<file path="src/design/lpir_pkg.sv">
// shared constants, types and codes for the log position index ring
package lpir_pkg;

    localparam int DEPTH   = 1024;
    localparam int SLOT_W  = $clog2(DEPTH);
    localparam int CNT_W   = $clog2(DEPTH + 1);
    localparam int IDX_W   = 64;
    localparam int LOC_W   = 32;
    localparam int OP_W    = 3;
    localparam int STAT_W  = 2;
    localparam int COUNT_W = 11;

    localparam logic [OP_W-1:0] OP_APPEND       = 3'd0;
    localparam logic [OP_W-1:0] OP_LOOKUP       = 3'd1;
    localparam logic [OP_W-1:0] OP_TRUNC_AFTER  = 3'd2;
    localparam logic [OP_W-1:0] OP_TRUNC_BEFORE = 3'd3;
    localparam logic [OP_W-1:0] OP_MIN_SEG      = 3'd4;
    localparam logic [OP_W-1:0] OP_CLEAR        = 3'd5;

    localparam logic [STAT_W-1:0] ST_OK       = 2'd0;
    localparam logic [STAT_W-1:0] ST_NONSEQ   = 2'd1;
    localparam logic [STAT_W-1:0] ST_NOTFOUND = 2'd2;
    localparam logic [STAT_W-1:0] ST_FULL     = 2'd3;

    typedef enum logic [2:0] {
        S_IDLE,
        S_CALC,
        S_CMP,
        S_EXEC,
        S_FINISH
    } state_t;

    typedef struct packed {
        logic load;
        logic calc;
        logic cmp;
        logic exec;
        logic finish;
    } ctrl_cmd_t;

    typedef struct packed {
        logic [LOC_W-1:0] seg;
        logic [LOC_W-1:0] blk;
        logic [LOC_W-1:0] ent;
    } loc_t;

endpackage

</file>
<file path="src/design/lpir_ctrl.sv">
// controller state machine sequencing one item through the datapath
module lpir_ctrl (
    input  logic                clk,
    input  logic                rst_n,
    input  logic                start,
    output logic                busy,
    output logic                done,
    output lpir_pkg::ctrl_cmd_t cmd
);
    import lpir_pkg::*;

    state_t state_reg;
    state_t state_next;
    logic   done_reg;
    logic   done_next;

    always_ff @(posedge clk or negedge rst_n)
    begin
        if (!rst_n)
        begin
            state_reg <= S_IDLE;
            done_reg  <= 1'b0;
        end
        else
        begin
            state_reg <= state_next;
            done_reg  <= done_next;
        end
    end

    always_comb
    begin
        state_next = state_reg;
        done_next  = 1'b0;
        cmd        = '0;
        case (state_reg)
            S_IDLE:
            begin
                if (start)
                begin
                    cmd.load   = 1'b1;
                    state_next = S_CALC;
                end
            end
            S_CALC:
            begin
                cmd.calc   = 1'b1;
                state_next = S_CMP;
            end
            S_CMP:
            begin
                cmd.cmp    = 1'b1;
                state_next = S_EXEC;
            end
            S_EXEC:
            begin
                cmd.exec   = 1'b1;
                state_next = S_FINISH;
            end
            S_FINISH:
            begin
                cmd.finish = 1'b1;
                done_next  = 1'b1;
                state_next = S_IDLE;
            end
            default:
            begin
                state_next = S_IDLE;
            end
        endcase
    end

    assign busy = (state_reg != S_IDLE);
    assign done = done_reg;

endmodule

</file>
<file path="config.mk">
export PLATFORM = sky130hd
export DESIGN_NAME = lpir_ctrl
export DESIGN_NICKNAME = d
export VERILOG_FILES = /design/src/design/lpir_pkg.sv /design/src/design/lpir_ctrl.sv
export SDC_FILE = /design/constraint.sdc
export NUM_CORES = 1
export LEC_CHECK = 0
export ABC_CLOCK_PERIOD_IN_PS = 3400
export BUFFER_PORTS_ARGS = -buffer_cell sky130_fd_sc_hd__buf_2
export CAP_MARGIN = 20
export CORE_AREA = 2 2 39 41
export CTS_BUF_LIST = sky130_fd_sc_hd__clkbuf_4
export DETAILED_ROUTE_END_ITERATION = 7
export DIE_AREA = 0 0 41 43
export GPL_TIMING_DRIVEN = 0
export PLACE_DENSITY = 0.39
export SETUP_SLACK_MARGIN = 0.02
export SYNTH_ARGS = -nofsm -noshare
export SYNTH_HDL_FRONTEND = slang
export SYNTH_SLANG_ARGS = --single-unit
</file>
<file path="constraint.sdc">
create_clock -name clk -period 3.4 [get_ports clk]
set_clock_uncertainty 0.2 [all_clocks]
set_input_delay 0.34 -clock clk [delete_from_list [all_inputs] [get_ports clk]]
set_output_delay 0.34 -clock clk [all_outputs]
set_load 0.02 [all_outputs]
</file>
# Yosys cells after proc, flatten, opt, wreduce, memory -nomap -nowiden
# Index checks and enable logic that the tools add are counted.
word_totals:
  word_cells: 17
  ram_bits: 0
  mem_bits_ro: 0
  latchBits: 0
  in_bits: 3
  n_memories: 0
  reg_bits: 4
  out_inout_bits: 7
classes:
  n_mul: 0
  reduce_logical: 2
  eq_ne: 5
  n_addsub: 0
  n_div: 0
  bitwise_logic: 0
  mux: 8
  magnitude_cmp: 0
  shifts: 0
op_table:
  columns: ["cell", "n"]
  rows:
  - ["3-bit case mux with 4 select lines", 1]
  - ["3-bit by 2-bit equality test with 1-bit output (second input constant)", 2]
  - ["1-bit two-way mux", 6]
  - ["3-bit by 1-bit equality test with 1-bit output (second input constant)", 1]
  - ["3-bit equality test (second input constant)", 1]
  - ["3-bit zero test", 1]
  - ["3-bit two-way mux", 1]
  - ["3-bit nonzero test", 1]
  - ["2-bit inequality test (second input constant)", 1]

# Longest topological paths before layout
# Gate-level depths: netlist of the first run.
depth:
  depth_word: 2
  depth_mapped: 3

# Worst setup path before layout of the first run
# Ideal clock, no wire load.
synth_timing:
  path_type: "flip-flop to output port"
  startpoint: "register state_reg[1]"
  endpoint: "output port cmd[4] (netlist name)"
  t_arrival_ps: 1111
  slack_ps: 1749
  path_buffers: 1
  stages_incl_launch_ff: 4
  path_cell_list: "dfrtp_1 clkbuf_2 or3_4 nor2_2"
synth_rtl:
  columns: ["item", "line", "text"]
  rows:
  - ["start: declaration", "lpir_ctrl.sv:12", "state_t state_reg;"]
  - ["start signal: assignment", "lpir_ctrl.sv:26", "state_reg <= state_next;"]
  - ["end: declaration", "lpir_ctrl.sv:8", "output lpir_pkg::ctrl_cmd_t cmd"]

==> impl_metrics.tcl, run 1 <==
set metrics [dict create \
    status "finished, final reports clean" \
    maxSlewHeadroom 0.834 \
    max_freq_mhz 527 \
    internal-power_uw 179 \
    via_per_inst 3.53 \
    power_uw 309 \
    io_pins 10 \
    postRouteAntennaNets 0 \
    grt_overflow_total 0 \
    yosysMostFrequentCell "dfrtp_1" \
    synthCells 18 \
    top_usage_layer "met4" \
    num_antenna_cells 0 \
    maxCapViolations 0 \
    min_from "start" \
    place_area_um2 263 \
    period_share 0.558 \
    leakagePower_nw 0.155 \
    pwr_density_cell_nw_per_um2 1050 \
    drt_iter0_markers 1 \
    synth_edf_count 0 \
    setup_violations 0 \
    grt_pass1_vias 180 \
    postCtsSetupBuffers 0 \
    synth.largest_area_cell "dfrtp_1" \
    use_met3 0.0314 \
    fin_crit_ns 1.90 \
    gp_congestion 0.651 \
    die_width_um 41 \
    initial_core_util 0.143 \
    fin_ws_ns 1.50 \
    maxSlewViolCount 0 \
    rows 14 \
    async_reset_ff_frac 1.00 \
    drc 0 \
    cp_slowest_cell "or3_4" \
    hold_violations 0 \
    die_h_um 43 \
    wire_per_inst_um 8.66 \
    fin_util 0.213 \
    yosysSeqAreaShare 0.506 \
    combPwrFrac 0.522 \
    critPathCaptureType "primary output" \
    crit_chain "clkbuf_2, or3_4, nor2_2, buf_2" \
    tns_ns 0 \
    port_buffers 9 \
    crit_fanout 8 \
    track_usage 0.0697 \
    clk_pin_slew_worst_paths_ns 0.04 \
    htreeDepth 1 \
    ys_ff_latch 4 \
    cp.arrival_ns 1.36 \
    grt_max_degree 9 \
    cts_tree "yes" \
    final_layout_size_suffix_gt1_frac 0.581 \
    cts_num_sinks 4 \
    hpwl_um 281 \
    slowest_delay_ns 0.39 \
    die-area_um2 1760 \
    cts_buffers 3 \
    seqPwrFrac 0.294 \
    grt_pass1_wl_um 690 \
    antenna_found_initial 0 \
    ctsResizeCount 0 \
    worst_ep_required_time_ns 2.86 \
    synth-main-ff-cell "dfrtp_1" \
    ir_worst_vdd_mv 0.182 \
    timing.rr.start "state_reg[1]" \
    crit_path_start_kind "flop" \
    critical_path_class "flop to primary output" \
    reg2reg_depth 2 \
    hold_depth 3 \
    hold_class "input pin to flop" \
    r2r-end "done" \
    drt_first_pass_iters 2 \
    synth_common_cells "dfrtp_1, nor3b_1, and3b_2, nor2_1" \
    met2_usage 0.0969 \
    p_sw_uw 130 \
    design_area_um2 295 \
    rsz0062_at_grt "no" \
    netlist_area_um2 198 \
    syn-num-nets 21 \
    largest_reg_flops 3 \
    hold_path_end "state_reg[0]" \
    place_ws_ns 1.74 \
    switching_share 0.422 \
    synth_cell_types 11 \
    vias 166 \
    core_area_um2 1380 \
    ys_warn_count 0 \
    worstMarginPinSlew_ns 0.249 \
    reg2reg_slack_ns 2.31 \
    hold_ws_ns 0.185 \
    synthDominantCellAreaShare 0.506 \
    fin_nets 36 \
    final-instance-count-excl-fill 47 \
    grtUsageMet1 0.0459 \
    routed_wl_um 407 \
    area_growth_pct 49.4 \
    clock_path_buffers 2 \
    avgSynthCellArea_um2 11.0 \
    clkPwrFrac 0.184 \
    yosys-top-cells-area "dfrtp_1, nor3b_1, and3b_2" \
    clkLatencyLatePin_ns 0.23 \
    cts_hold_buffers 1 \
    cts.root.buffer_cell "clkbuf_4" \
    placed_cells 43 \
]
-- worst max-delay path, delay by kind of cell (launching register included) --
family	cells	cell delay [ns]
flops	1	0.34
simple gates	2	0.46
buf+inv	2	0.32
-- cells by family (layout without fill, tap and decap cells) --
group | Yosys count | after routing | share of synthesized area
xor gates and xnor gates | 1 | 1 | 0.0443
DFF | 4 | 4 | 0.506
and+or+nand+nor | 10 | 10 | 0.367
buffers and inverters | 3 | 16 | 0.0823
-- per-layer routing --
layer  part of all wire  up-vias
li1                   -       84
met1               0.32       82
met2               0.68        0
met3                  0        0
met4                  0        0
met5                  0        -
-- power groups by stage --
stage | Combinational [mW] | Clock [mW] | Sequential, mW
6_report | 0.161 | 0.0570 | 0.0909
3_5_place_dp | 0.162 | 0 | 0.0912
4_1_cts | 0.164 | 0.0606 | 0.0904
2_1_floorplan | 0.118 | 0 | 0.0886
5_1_grt | 0.174 | 0.0604 | 0.0956
3_3_place_gp | 0.160 | 0 | 0.0890
-- placed cells by master (no fill, tap or decap) --
master / synthesis / routed
and3b_2: 2 / 2
buf_2: 0 / 9
buf_4: 1 / 1
clkbuf_2: 1 / 1
clkbuf_4: 0 / 3
dfrtp_1: 4 / 4
dlygate4sd3_1: 0 / 1
inv_1: 1 / 1
nor2_1: 2 / 2
nor2_2: 1 / 1
nor3_1: 1 / 1
nor3b_1: 3 / 3
or3_4: 1 / 1
xnor2_1: 1 / 1
-- worst max path at each step --
stage                 startpoint  endpoint
floorplan           state_reg[1]    cmd[4]
global placement    state_reg[1]    cmd[4]
detailed placement  state_reg[1]    cmd[4]
CTS                 state_reg[1]    cmd[4]
global route        state_reg[1]    cmd[0]
finish              state_reg[1]    cmd[4]
-- final cells by class --
class                           instances  area (µm²)
Buffer                                  2        12.5
Clock buffer                            3        22.5
Fill cell                             155        1090
Inverter                                1        3.75
Multi-Input combinational cell         11        81.3
Sequential cell                         4         100
Tap cell                               16        20.0
Timing Repair Buffer                   10        55.1
Note: power is estimated with default switching activity, not from simulation.
==> run 2, diff against run 1 <==
--- a/config.mk
+++ b/config.mk
@@ -5,7 +5,7 @@
 export SDC_FILE = /design/constraint.sdc
 export NUM_CORES = 1
 export LEC_CHECK = 0
-export ABC_CLOCK_PERIOD_IN_PS = 3400
+export ABC_CLOCK_PERIOD_IN_PS = 1820
 export BUFFER_PORTS_ARGS = -buffer_cell sky130_fd_sc_hd__buf_2
 export CAP_MARGIN = 20
 export CORE_AREA = 2 2 39 41
==> constraint.sdc (replaced) <==
create_clock -name clk -period 1.82 [get_ports clk]
set_clock_uncertainty 0.2 [all_clocks]
set_input_delay 0.182 -clock clk [delete_from_list [all_inputs] [get_ports clk]]
set_output_delay 0.182 -clock clk [all_outputs]
set_load 0.02 [all_outputs]
==> run 2 against run 1 <==
- combinational power up 70%
- sequential power rose by 110%
- clock power up 88%
- final area did not move
- final cell count fell by 2.1%
- clock-buffer cell count did not move
- first-iteration DRC count grew 100%
- non-clock buffer count fell by 1
- largest cell class unchanged
==> impl_metrics.tcl, run 2 (synthesis gave the netlist of run 1 again) <==
set metrics [dict create \
    fillers 155 \
    cp_slowest_cell "dfrtp_1" \
    num_antenna_cells 0 \
    wire_per_inst_um 8.76 \
    clkLatencyLatePin_ns 0.23 \
    worst_path_dominant_cell_family "simple AND/OR/NAND/NOR gates" \
    max_freq_mhz 586 \
    drt_iter0_markers 2 \
    maxSlewViolCount 0 \
    path_buf_inv 1 \
    antenna_found_initial 0 \
    rows 14 \
    drc 0 \
    clkPwrFrac 0.186 \
    cp.arrival_ns 1.33 \
    worstMarginPinSlew_ns 0.266 \
    io_pins 10 \
    postCtsSetupBuffers 0 \
    clk_pin_slew_worst_paths_ns 0.04 \
    track_usage 0.0697 \
    crit_fanout 8 \
    hold_class "input pin to flop" \
    clock_path_buffers 2 \
    htreeDepth 1 \
    r2r-end "state_reg[1]" \
    final_layout_size_suffix_gt1_frac 0.600 \
    grt_overflow_total 0 \
    fin_crit_ns 1.71 \
    p_sw_uw 245 \
    grt_pass1_vias 180 \
    port_buffers 9 \
    cts.root.buffer_cell "clkbuf_4" \
    slowest_delay_ns 0.44 \
    routed_wl_um 403 \
    seqPwrFrac 0.340 \
    tns_ns 0 \
    maxSlewHeadroom 0.822 \
    grt_max_degree 9 \
    min_from "start" \
    internal-power_uw 329 \
    die_width_um 41 \
    die-area_um2 1760 \
    cts_num_sinks 4 \
    via_per_inst 3.57 \
    fin_util 0.213 \
    largest_reg_flops 3 \
    worst_ep_required_time_ns 1.44 \
    final_common_cell "buf_2" \
    area_growth_pct 49.4 \
    timing.rr.start "state_reg[1]" \
    combPwrFrac 0.475 \
    critical_path_class "flop to primary output" \
    multi_input_area_um2 86.3 \
    final_cell_mix "buf_2, dfrtp_1, clkbuf_4" \
    fin_nets 35 \
    reg2reg_slack_ns 0.78 \
    hold_violations 0 \
    drt_first_pass_iters 2 \
    hpwl_um 281 \
    period_share 0.938 \
    rsz0062_at_grt "no" \
    core_area_um2 1380 \
    hold_depth 3 \
    gp_congestion 0.651 \
    vias 164 \
    initial_core_util 0.143 \
    pwr_density_cell_nw_per_um2 1940 \
    maxCapViolations 0 \
    grt_pass1_wl_um 690 \
    cts_tree "yes" \
    register_area_um2 100 \
    leakagePower_nw 0.153 \
    crit_path_start_kind "flop" \
    reg2reg_depth 2 \
    hold_path_end "state_reg[0]" \
    switching_share 0.427 \
    placed_cells 43 \
    postRouteAntennaNets 0 \
    status "finished, final reports clean" \
    setup_violations 0 \
    cts_buffers 3 \
    die_h_um 43 \
    ir_worst_vdd_mv 0.338 \
    crit_chain "or3_4, nor2_2, buf_2" \
    final-instance-count-excl-fill 46 \
    critPathCaptureType "primary output" \
]
==> run 2: what timing repair did <==
item,4_1_cts,5_1_grt
resized for setup,0,1
endpoints found under the setup margin,0,2
hold endpoints to repair,4,0
hold buffers,1,0
==> run 2: power groups by stage <==
stage | registers [mW] | logic (mW) | clock network, mW
floorplan | 0.165 | 0.221 | 0
global placement | 0.166 | 0.299 | 0
detailed placement | 0.170 | 0.303 | 0
CTS | 0.169 | 0.306 | 0.113
global route | 0.207 | 0.293 | 0.113
finish | 0.195 | 0.273 | 0.107
==> run 2: area by class of cell <==
cell class,count,share of cell area
Tap cell,16,0.0678
Sequential cell,4,0.339
Buffer,1,0.0254
Timing Repair Buffer,10,0.186
Inverter,1,0.0127
Clock buffer,3,0.0763
Multi-Input combinational cell,11,0.292
==> run 2: worst register-to-register path, cell delays in order, from the launching register on <==
cell     delay, ns
dfrtp_1       0.46
xnor2_1       0.21
nor2_1        0.05
==> run 2: how the worst max path moves through the flow <==
stage | from | to | slack [ns] | depth (start not counted)
2_1_floorplan | state_reg[1] | cmd[4] | 0.33 | 3
3_3_place_gp | state_reg[1] | cmd[4] | 0.33 | 4
3_5_place_dp | state_reg[1] | cmd[4] | 0.32 | 4
4_1_cts | state_reg[1] | cmd[4] | 0.07 | 4
5_1_grt | state_reg[1] | cmd[4] | 0.05 | 3
6_report | state_reg[2] | cmd[4] | 0.11 | 3
==> run 2: stage by stage <==
step	hold slack [ns]	worst slack, ns	cell area [µm²]	power (mW)
finish	0.0269	0.113	295	0.574
global route	0.0623	0.0533	295	0.613
global placement	-0.215	0.332	263	0.465
CTS	0.0227	0.0672	295	0.589
floorplan	-0.314	0.327	198	0.386
detailed placement	-0.212	0.319	263	0.474
==> run 2: metal layers <==
layer	routed length, µm	vias to the layer above	share of wire	global-route usage
li1	-	82	-	-
met1	130	82	0.32	0.0459
met2	272	0	0.67	0.0969
met3	0	0	0	0.0314
met4	0	0	0	0.120
met5	0	-	0	0
==> run 3, diff against run 2 <==
--- a/config.mk
+++ b/config.mk
@@ -5,7 +5,7 @@
 export SDC_FILE = /design/constraint.sdc
 export NUM_CORES = 1
 export LEC_CHECK = 0
-export ABC_CLOCK_PERIOD_IN_PS = 1820
+export ABC_CLOCK_PERIOD_IN_PS = 1600
 export BUFFER_PORTS_ARGS = -buffer_cell sky130_fd_sc_hd__buf_2
 export CAP_MARGIN = 20
 export CORE_AREA = 2 2 39 41
==> constraint.sdc (replaced) <==
create_clock -name clk -period 1.6 [get_ports clk]
set_clock_uncertainty 0.2 [all_clocks]
set_input_delay 0.16 -clock clk [delete_from_list [all_inputs] [get_ports clk]]
set_output_delay 0.16 -clock clk [all_outputs]
set_load 0.02 [all_outputs]
==> run 3 against run 2 <==
- final cell count rose by 11%
- die area did not move
- critical path depth did not move
- non-clock buffer count rose by 5
- clock-buffer cell count did not move
- combinational power rose by 60%
- setup slack got worse by 0.11 ns
- worst hold slack improved by 0.036 ns
- sequential share of layout area fell by 4.3 points
- largest power group unchanged
==> impl_metrics.tcl, run 3 (synthesis gave the netlist of run 1 again) <==
set metrics [dict create \
    status "finished, final reports clean" \
    die_width_um 41 \
    top_usage_layer "met4" \
    gp_congestion 0.651 \
    grt_pass1_vias 191 \
    rows 14 \
    maxCapViolations 0 \
    die_h_um 43 \
    ir_worst_vdd_mv 0.456 \
    hpwl_um 281 \
    hold_violations 0 \
    clkLatencyLatePin_ns 0.23 \
    multi_input_area_um2 91.3 \
    wire_per_inst_um 8.88 \
    period_share 0.999 \
    largest_reg_flops 3 \
    slowest_delay_ns 0.42 \
    path_buf_inv 1 \
    track_usage 0.0727 \
    postRouteAntennaNets 0 \
    final_common_cell "buf_2" \
    crit_path_start_kind "flop" \
    cts_buffers 3 \
    fin_crit_ns 1.60 \
    reg2reg_depth 3 \
    grt_overflow_total 0 \
    drt_iter0_markers 1 \
    placed_cells 43 \
    cts.root.buffer_cell "clkbuf_4" \
    drt_first_pass_iters 2 \
    grt_pass1_wl_um 717 \
    cp_slowest_cell "dfrtp_2" \
    clk_pin_slew_worst_paths_ns 0.04 \
    via_per_inst 3.49 \
    worstMarginPinSlew_ns 0.160 \
    crit_fanout 4 \
    final_layout_size_suffix_gt1_frac 0.714 \
    worst_ep_required_time_ns 1.24 \
    final_cell_mix "buf_2, buf_4, clkbuf_4, dfrtp_2" \
    grtUsageMet1 0.0426 \
    cp.arrival_ns 1.24 \
    port_buffers 9 \
    critPathCaptureType "primary output" \
    crit_chain "or3_4, nor2_4, buf_6" \
    num_antenna_cells 0 \
    io_pins 10 \
    core_area_um2 1380 \
    area_growth_pct 77.2 \
    rsz0062_at_grt "yes" \
    clock_path_buffers 2 \
    die-area_um2 1760 \
    use_met3 0.0314 \
    grt_max_degree 9 \
    critical_path_class "flop to primary output" \
    fin_nets 40 \
    tns_ns 0 \
    maxSlewHeadroom 0.893 \
    vias 178 \
    met2_usage 0.109 \
    antenna_found_initial 0 \
    cts_num_sinks 4 \
    max_freq_mhz 626 \
    final-instance-count-excl-fill 51 \
    maxSlewViolCount 0 \
    pwr_density_cell_nw_per_um2 2150 \
    htreeDepth 1 \
    worst_path_dominant_cell_family "simple AND/OR/NAND/NOR gates" \
    routed_wl_um 453 \
    cts_tree "yes" \
    register_area_um2 104 \
    hold_class "input pin to asynchronous set/reset pin" \
    path_depth 3 \
    drc 0 \
    initial_core_util 0.143 \
    setup_violations 0 \
    leakagePower_nw 0.175 \
    fillers 148 \
]
-- run 3: layer usage --
layer / routed length [µm] / part of all wire / vias to the layer above
li1: - / - / 92
met1: 148 / 0.33 / 86
met2: 304 / 0.67 / 0
met3: 0 / 0 / 0
met4: 0 / 0 / 0
met5: 0 / 0 / -
-- run 3: path summary, 6_finish.rpt --
path	start	end	slack, ns
min in group clk	state_reg[1]	done	0.29
max in group asynchronous	rst_n	state_reg[2]	1.01
hold reg to reg	state_reg[1]	done	0.29
hold / removal	rst_n	state_reg[1]	0.06
setup / recovery	state_reg[1]	cmd[4]	0.002
setup reg to reg	state_reg[1]	state_reg[1]	0.50
-- run 3: through the flow --
stage                     hold slack, ns   util  area, µm²  setup WS (ns)  total power, mW
after detailed placement          -0.234  0.190        263          0.121            0.539
final                             0.0630  0.253        350        0.00173            0.754
after CTS                         0.0568  0.232        322        -0.0188            0.709
after global placement            -0.237  0.190        263          0.134            0.529
after global routing              0.0773  0.253        350        -0.0274            0.800
after floorplan                   -0.336      -        198          0.129            0.439
-- run 3: cell type report --
cell class                      count  area share
Timing Repair Buffer               15       0.289
Buffer                              1      0.0214
Multi-Input combinational cell     11       0.261
Inverter                            1      0.0107
Sequential cell                     4       0.296
Tap cell                           16      0.0571
Clock buffer                        3      0.0643
-- run 3: worst register-to-register path: cells and delay by family, from the launching register on --
kind	cells	cell delay [ns]
flip-flops	1	0.42
AND/OR/NAND/NOR	1	0.05
buffers and inverters	1	0.16
XOR/XNOR	1	0.16
-- run 3: report_power, final --
part | leakage (nW) | internal (mW) | switching [mW]
combinational | 0.114 | 0.219 | 0.218
sequential | 0.0478 | 0.151 | 0.0440
clock | 0.0138 | 0.0836 | 0.0378
total | 0.175 | 0.454 | 0.300
-- run 3: timing repair --
action,4_1_cts,5_1_grt
gates resized for setup,4,3
hold buffers,2,0
buffers inserted,2,2
endpoints found under the setup margin,3,2
pin swaps,0,0
endpoints found under the hold margin,5,0
